File: src/rtl/turnaround_greedy_worker_assign_macros.svh
// Assertion macros shared by the RTL of the worker assignment block.
`ifndef TURNAROUND_GREEDY_WORKER_ASSIGN_MACROS_SVH
`define TURNAROUND_GREEDY_WORKER_ASSIGN_MACROS_SVH

// The consequent must hold in the same cycle as the antecedent.
`define TGWA_ASSERT_NOW(label, ante, cons, msg) \
    label: assert property (@(posedge i_clk) disable iff (!i_rst_n) (ante) |-> (cons)) \
        else $error(msg);

// The consequent must hold in the cycle after the antecedent.
`define TGWA_ASSERT_NEXT(label, ante, cons, msg) \
    label: assert property (@(posedge i_clk) disable iff (!i_rst_n) (ante) |=> (cons)) \
        else $error(msg);

`endif

File: src/rtl/tgwa_pkg.sv
package tgwa_pkg;

    localparam int NUM_WORKERS = 8;
    localparam int BATCH_MAX   = 256;

    localparam int W_ADDR  = $clog2(NUM_WORKERS);
    localparam int SCORE_W = 16;
    localparam int CNT_W   = $clog2(BATCH_MAX + 1);
    localparam int K_W     = $clog2(BATCH_MAX + 3);
    localparam int WT_W    = $clog2((BATCH_MAX + 1) * (BATCH_MAX + 2) + 1);
    localparam int PROD_W  = WT_W + SCORE_W;
    localparam int WID_W   = 4;

    typedef enum logic [2:0] {
        KIND_WRITE  = 3'd0,
        KIND_READ   = 3'd1,
        KIND_DELETE = 3'd2,
        KIND_FLUSH  = 3'd3
    } t_kind;

    typedef enum logic [1:0] {
        ST_OK         = 2'd0,
        ST_NO_PRESET  = 2'd1,
        ST_BAD_KIND   = 2'd2,
        ST_NONE_AVAIL = 2'd3
    } t_status;

    typedef enum logic {
        FUNC_SCORE = 1'b0,
        FUNC_TASK  = 1'b1
    } t_func;

    typedef struct packed {
        logic               func;
        logic [2:0]         score_worker;
        logic [SCORE_W-1:0] score;
        logic               first_of_batch;
        logic [2:0]         task_kind;
        logic [WID_W-1:0]   preset_worker;
    } t_in_word;

    typedef struct packed {
        logic [WID_W-1:0] assigned_worker;
        t_status          status;
    } t_out_word;

endpackage

File: src/rtl/tgwa_ram.sv
module tgwa_ram #(
    parameter int WIDTH = 16,
    parameter int DEPTH = 8
) (
    input  logic                     i_clk,
    input  logic                     i_we,
    input  logic [$clog2(DEPTH)-1:0] i_waddr,
    input  logic [WIDTH-1:0]         i_wdata,
    input  logic                     i_re,
    input  logic [$clog2(DEPTH)-1:0] i_raddr,
    output logic [WIDTH-1:0]         o_rdata
);

    logic [WIDTH-1:0] r_mem [DEPTH];
    logic [WIDTH-1:0] r_rdata;

    always_ff @(posedge i_clk) begin
        if (i_we) begin
            r_mem[i_waddr] <= i_wdata;
        end
        if (i_re) begin
            r_rdata <= r_mem[i_raddr];
        end
    end

    assign o_rdata = r_rdata;

endmodule

File: src/rtl/turnaround_greedy_worker_assign.sv
// A score update is taken while idle and gives no word.
// A task scans the workers in turn through S_WT (weight multiply), S_MUL (cross
// products) and S_CMP (compare), then registers its word in S_DONE once the output
// is free; no new item is taken until the block is back in S_IDLE after that.
// Reset is synchronous and active low: per-entry valid bits make every score and
// count read as zero at once, so no clearing pass follows reset.
`include "turnaround_greedy_worker_assign_macros.svh"

module turnaround_greedy_worker_assign (
    input  logic               i_clk,
    input  logic               i_rst_n,
    input  logic               i_valid,
    output logic               o_ready,
    input  tgwa_pkg::t_in_word  i_data,
    output logic               o_valid,
    input  logic               i_ready,
    output tgwa_pkg::t_out_word o_data
);

    import tgwa_pkg::*;

    typedef enum logic [2:0] {
        S_IDLE,
        S_WT,
        S_MUL,
        S_CMP,
        S_DONE
    } t_state;

    t_state              r_state;
    logic [W_ADDR-1:0]   r_widx;
    logic                r_spd_vld [NUM_WORKERS];
    logic                r_cnt_vld [NUM_WORKERS];
    logic                r_rd_spd_vld;
    logic                r_rd_cnt_vld;
    logic [2:0]          r_kind;
    logic [WID_W-1:0]    r_preset;
    logic [SCORE_W-1:0]  r_s;
    logic [CNT_W-1:0]    r_cnt;
    logic [WT_W-1:0]     r_wt;
    logic [PROD_W-1:0]   r_p_new;
    logic [PROD_W-1:0]   r_p_best;
    logic                r_best_valid;
    logic [W_ADDR-1:0]   r_best_idx;
    logic [WT_W-1:0]     r_best_wt;
    logic [SCORE_W-1:0]  r_best_s;
    logic [CNT_W-1:0]    r_best_cnt;
    logic                r_out_valid;
    t_out_word           r_out;

    logic                accept;
    logic                accept_task;
    logic                accept_score;
    logic                last_worker;
    logic                out_free;
    logic                rd_en;
    logic [W_ADDR-1:0]   rd_addr;
    logic                rd_cnt_vld;
    logic [SCORE_W-1:0]  spd_rdata;
    logic [CNT_W-1:0]    cnt_rdata;
    logic                spd_we;
    logic [W_ADDR-1:0]   spd_waddr;
    logic                cnt_we;
    logic [CNT_W-1:0]    cnt_wdata;
    logic [SCORE_W-1:0]  n_s;
    logic [CNT_W-1:0]    n_cnt;
    logic [K_W-1:0]      n_k;
    logic [K_W-1:0]      n_k1;
    logic [2*K_W-1:0]    n_kk;
    logic [WT_W-1:0]     n_wt;
    logic [PROD_W-1:0]   n_p_new;
    logic [PROD_W-1:0]   n_p_best;
    logic                n_better;
    logic                has_preset;
    t_out_word           n_out;

    assign o_ready      = (r_state == S_IDLE);
    assign accept       = i_valid && o_ready;
    assign accept_task  = accept && (i_data.func == FUNC_TASK);
    assign accept_score = accept && (i_data.func == FUNC_SCORE);
    assign last_worker  = (r_widx == W_ADDR'(NUM_WORKERS - 1));
    assign out_free     = !r_out_valid || i_ready;

    assign rd_en      = accept_task || (r_state == S_CMP && !last_worker);
    assign rd_addr    = accept_task ? '0 : r_widx + 1'b1;
    assign rd_cnt_vld = r_cnt_vld[rd_addr] && !(accept_task && i_data.first_of_batch);

    assign spd_we    = accept_score && (i_data.score_worker < NUM_WORKERS);
    assign spd_waddr = W_ADDR'(i_data.score_worker);

    assign cnt_we    = (r_state == S_DONE) && out_free && r_best_valid;
    assign cnt_wdata = (r_best_cnt < CNT_W'(BATCH_MAX)) ? r_best_cnt + 1'b1 : r_best_cnt;

    tgwa_ram #(
        .WIDTH (SCORE_W),
        .DEPTH (NUM_WORKERS)
    ) u_speed_ram (
        .i_clk   (i_clk),
        .i_we    (spd_we),
        .i_waddr (spd_waddr),
        .i_wdata (i_data.score),
        .i_re    (rd_en),
        .i_raddr (rd_addr),
        .o_rdata (spd_rdata)
    );

    tgwa_ram #(
        .WIDTH (CNT_W),
        .DEPTH (NUM_WORKERS)
    ) u_count_ram (
        .i_clk   (i_clk),
        .i_we    (cnt_we),
        .i_waddr (r_best_idx),
        .i_wdata (cnt_wdata),
        .i_re    (rd_en),
        .i_raddr (rd_addr),
        .o_rdata (cnt_rdata)
    );

    always_comb begin
        n_s      = r_rd_spd_vld ? spd_rdata : '0;
        n_cnt    = r_rd_cnt_vld ? cnt_rdata : '0;
        n_k      = K_W'(n_cnt) + 1'b1;
        n_k1     = n_k + 1'b1;
        n_kk     = {{K_W{1'b0}}, n_k} * {{K_W{1'b0}}, n_k1};
        n_wt     = n_kk[WT_W-1:0];
        n_p_new  = {{SCORE_W{1'b0}}, r_wt} * {{WT_W{1'b0}}, r_best_s};
        n_p_best = {{SCORE_W{1'b0}}, r_best_wt} * {{WT_W{1'b0}}, r_s};
        n_better = (r_s != '0) && (!r_best_valid || r_p_new < r_p_best);
    end

    always_comb begin
        has_preset = (r_preset != '0) && (r_preset <= NUM_WORKERS);
        n_out.assigned_worker = '0;
        n_out.status          = ST_OK;
        if (r_kind > KIND_FLUSH) begin
            n_out.status = ST_BAD_KIND;
        end else if (has_preset) begin
            n_out.assigned_worker = r_preset;
        end else if (r_kind inside {KIND_DELETE, KIND_FLUSH}) begin
            n_out.status = ST_NO_PRESET;
        end else if (!r_best_valid) begin
            n_out.status = ST_NONE_AVAIL;
        end else begin
            n_out.assigned_worker = WID_W'(r_best_idx) + 1'b1;
        end
    end

    always_ff @(posedge i_clk) begin
        if (!i_rst_n) begin
            r_state      <= S_IDLE;
            r_widx       <= '0;
            r_best_valid <= 1'b0;
            r_out_valid  <= 1'b0;
            for (int i = 0; i < NUM_WORKERS; i++) begin
                r_spd_vld[i] <= 1'b0;
                r_cnt_vld[i] <= 1'b0;
            end
        end else begin
            if (r_out_valid && i_ready && r_state != S_DONE) begin
                r_out_valid <= 1'b0;
            end
            if (rd_en) begin
                r_rd_spd_vld <= r_spd_vld[rd_addr];
                r_rd_cnt_vld <= rd_cnt_vld;
            end
            if (spd_we) begin
                r_spd_vld[spd_waddr] <= 1'b1;
            end
            case (r_state)
                S_IDLE: begin
                    if (accept_task) begin
                        r_kind       <= i_data.task_kind;
                        r_preset     <= i_data.preset_worker;
                        r_widx       <= '0;
                        r_best_valid <= 1'b0;
                        if (i_data.first_of_batch) begin
                            for (int i = 0; i < NUM_WORKERS; i++) begin
                                r_cnt_vld[i] <= 1'b0;
                            end
                        end
                        r_state <= S_WT;
                    end
                end
                S_WT: begin
                    r_s     <= n_s;
                    r_cnt   <= n_cnt;
                    r_wt    <= n_wt;
                    r_state <= S_MUL;
                end
                S_MUL: begin
                    r_p_new  <= n_p_new;
                    r_p_best <= n_p_best;
                    r_state  <= S_CMP;
                end
                S_CMP: begin
                    if (n_better) begin
                        r_best_valid <= 1'b1;
                        r_best_idx   <= r_widx;
                        r_best_wt    <= r_wt;
                        r_best_s     <= r_s;
                        r_best_cnt   <= r_cnt;
                    end
                    if (last_worker) begin
                        r_state <= S_DONE;
                    end else begin
                        r_widx  <= r_widx + 1'b1;
                        r_state <= S_WT;
                    end
                end
                S_DONE: begin
                    if (out_free) begin
                        r_out       <= n_out;
                        r_out_valid <= 1'b1;
                        if (cnt_we) begin
                            r_cnt_vld[r_best_idx] <= 1'b1;
                        end
                        r_state <= S_IDLE;
                    end
                end
                default: begin
                    r_state <= S_IDLE;
                end
            endcase
        end
    end

    assign o_valid = r_out_valid;
    assign o_data  = r_out;

    `TGWA_ASSERT_NOW(a_best_has_speed, r_best_valid, r_best_s != '0,
        "Chosen worker has a zero score.")
    `TGWA_ASSERT_NOW(a_error_no_worker, r_out_valid && r_out.status != ST_OK,
        r_out.assigned_worker == '0, "Error word names a worker.")
    `TGWA_ASSERT_NEXT(a_done_delivers, r_state == S_DONE && out_free, r_out_valid,
        "Finished task did not present its word.")
    `TGWA_ASSERT_NOW(a_count_bound, cnt_we, cnt_wdata <= BATCH_MAX,
        "Pick count written above the batch bound.")

endmodule
File: config.mk
export PLATFORM = sky130hd
export DESIGN_NAME = turnaround_greedy_worker_assign
export DESIGN_NICKNAME = d
export VERILOG_FILES = /design/src/rtl/tgwa_pkg.sv /design/src/rtl/tgwa_ram.sv /design/src/rtl/turnaround_greedy_worker_assign.sv
export VERILOG_INCLUDE_DIRS = /design/src /design/src/rtl
export SDC_FILE = /design/constraint.sdc
export NUM_CORES = 2
export LEC_CHECK = 0
export ABC_AREA = 1
export BUFFER_PORTS_ARGS = -buffer_cell sky130_fd_sc_hd__buf_2
export CORE_MARGIN = 1
export CORE_UTILIZATION = 50
export DETAILED_ROUTE_END_ITERATION = 8
export GPL_ROUTABILITY_DRIVEN = 0
export PLACE_DENSITY_LB_ADDON = 0.3
export SLEW_MARGIN = 20
export SYNTH_ARGS = -nofsm -noshare
export SYNTH_HDL_FRONTEND = slang
export SYNTH_SLANG_ARGS = --single-unit
File: constraint.sdc
create_clock -name i_clk -period 6.3 [get_ports i_clk]
set_input_delay 0.945 -clock i_clk [delete_from_list [all_inputs] [get_ports i_clk]]
set_output_delay 0.945 -clock i_clk [all_outputs]
set_load 0.02 [all_outputs]
==> flow_summary.json <==
{
  "critPathLaunchType": "register",
  "rsz0062_at_grt": "false",
  "finalHoldViolations": 0,
  "drc": 0,
  "timing.rr.start": "r_best_wt[15]",
  "crit_top_cell": "fa_1",
  "overflow": 0,
  "crit_required_ns": 6.63,
  "crit_type": "reg2reg",
  "slew_headroom": 0.230,
  "grt_max_degree": 213,
  "yosysSeqAreaShare": 0.325,
  "clock_latency_ns": 0.60,
  "skew_ns": 0.0308,
  "place_inst": 5087,
  "slowest_delay_ns": 0.82,
  "cts.path.max_buffers": 3,
  "track_usage": 0.222,
  "power_leakage_nw": 20.5,
  "finish.utilization": 0.550,
  "ctsRootBufferMaster": "clkbuf_16",
  "area_growth_pct": 8.09,
  "hp-start": "r_cnt[4]",
  "path_cells": "nand2_1 -> fa_1 -> inv_1 -> fa_1 -> fa_1 -> inv_1 -> fa_1 -> inv_1 -> fa_1 -> inv_1 -> fa_1 -> inv_1 -> ha_1 -> nand2_1 -> nand2_1 -> a21boi_0 -> nor2_1 -> nor2_1 -> nand3_1 -> nand2_1 -> nand2_1",
  "vdd_drop_max_mv": 0.596,
  "start_util": 0.508,
  "netlist_area_sq_mm": 0.0373,
  "final_cell_mix": "1087 x nand2_1, 1084 x inv_1, 436 x fa_1, 388 x edfxtp_1, 291 x ha_1",
  "synth_warnings": 0,
  "setup_viol": 0,
  "syn_inst": 4190,
  "min_period_ns": 5.94,
  "crit_fanout": 16,
  "setup_tns_ns": 0,
  "status": "completed",
  "fp.dieH_um": 275,
  "port_buffers": 38,
  "avgSynthCellArea_sq_um": 8.91,
  "worst_pin_slew_ns": 1.15,
  "clkPwrFrac": 0.134,
  "place_ws_ns": 0.328,
  "wl_mm": 80.0,
  "placed_area_sq_mm": 0.0387,
  "antenna_found_initial": 3,
  "routedWlPerCell_um": 15.5,
  "grt_pass1_vias": 26400,
  "slew_violations": 0,
  "setup.worst_path.start": "r_best_wt[15]",
  "path_delay_family": "adder cells",
  "async_flop_share": 0,
  "path_clk_slew_ns": 0.06,
  "numClockSinks": 412,
  "final_cell_area_sq_mm": 0.0404,
  "ctsHtreeMaxLevel": 2,
  "first_iter_violations": 1839,
  "vias": 26100,
  "fmax_mhz": 168,
  "core_area_sq_mm": 0.0735,
  "fin_total_pwr_mw": 20.5,
  "dieWidth_um": 275,
  "fin_nets": 4938,
  "stdcell_count": 5174,
  "holdWs_ns": 0.417,
  "io_pins": 40,
  "grt_pass1_wl_mm": 133,
  "cts-hold-fix-buffers": 0,
  "arrival_ns": 6.28,
  "timing.final.ws_setup_ns": 0.358,
  "switching_share": 0.500,
  "fin_crit_sh": 0.943,
  "ys.flop_type": "edfxtp_1",
  "final_common_cell": "nand2_1",
  "p_int_mw": 10.2,
  "synth_edf_count": 388,
  "p_per_area_mw_per_mm2": 507,
  "crit_slowest_cell": "edfxtp_1",
  "dp_hpwl_mm": 61.2,
  "path_buf_inv": 5,
  "ys_types": 40,
  "avgViaCountPerCell": 5.05,
  "dr.pass1.iters": 6,
  "maxCapViolCount": 0,
  "ys_ff_latch": 412,
  "hp-class": "reg2reg",
  "seqPwrFrac": 0.194,
  "p_switching_mw": 10.2,
  "ant_nets": 0,
  "cp-end-kind": "register",
  "die-area_sq_mm": 0.0758,
  "drive_gt1_frac": 0.0536,
  "cts_made_buffers": 44,
  "pwr-share-comb": 0.672,
  "cts_tree": "done",
  "num_rows": 99,
  "synth_fp_nets": 4950
}
## metal layers
metal / vias up / share of wire / wire [um] / global-route usage
met2: 633 / 0.48 / 38100 / 0.376
met5: - / 0.00032 / 26 / 0
met1: 12700 / 0.44 / 35500 / 0.298
li1: 12700 / - / - / -
met3: 153 / 0.054 / 4280 / 0.0316
met4: 4 / 0.026 / 2080 / 0.0615
## cells by family after synthesis
family / count (synthesis) / share of synthesized area
AOI/OAI and AO/OA: 291 / 0.0481
xor gates and xnor gates: 62 / 0.0147
adders and majority gates: 728 / 0.332
buffers and inverters: 1266 / 0.129
DFF: 412 / 0.325
and+or+nand+nor: 1431 / 0.152
## cell usage after synthesis (all sizes together) (48+ instances only)
cell type  instances  share of area
fa               436           0.23
xor2              48          0.011
a21oi            105          0.014
nor2             187          0.019
nand3             78          0.011
o211ai           104          0.021
clkbuf           140          0.014
ha               292          0.098
inv             1086           0.11
nand2           1092           0.11
edfxtp           388           0.31
o21ai             51         0.0068
## worst paths after layout
check | cells after the start | end | slack, ns
min reg2reg | 0 | r_best_cnt[4] | 0.42
min | 0 | r_best_cnt[4] | 0.42
max | 21 | r_p_best[27] | 0.36
max reg2reg | 21 | r_p_best[27] | 0.36
## cell type report
class / count / area, sq um
timing repair buffer: 117 / 803
antenna: 1 / 2.50
clock inverter: 31 / 404
clock buffer: 51 / 1170
inverter: 1091 / 4100
sequential: 412 / 12100
tap: 959 / 1200
fill: 6528 / 33100
multi-input combinational: 2512 / 20600
## timing repair
action | in CTS | in global routing
endpoints found under the setup margin | 0 | 6
buffers inserted | 0 | 3
gates resized for setup | 0 | 5
endpoints found under the hold margin | 0 | 0
## sequential cells by signal, summed over array words and instances, names as in the netlist, 8 cells and up
name and flops:
u_speed_ram.r_mem 128, u_count_ram.r_mem 72, r_p_best 32, r_p_new 32
r_best_s 16, r_best_wt 16, r_s 16, r_wt 16
u_speed_ram.o_rdata 16, r_best_cnt 9, r_cnt 9, u_count_ram.o_rdata 9
r_cnt_vld 8, r_spd_vld 8
## power groups by stage
stage / clock network [mW] / registers [mW] / logic, mW
floorplan: 0 / 3.92 / 10.1
global placement: 0 / 4.03 / 13.5
detailed placement: 0 / 4.03 / 13.6
CTS: 2.79 / 3.98 / 13.7
global route: 2.89 / 3.99 / 15.7
finish: 2.74 / 3.98 / 13.8
(Power assumes the default switching activity.)
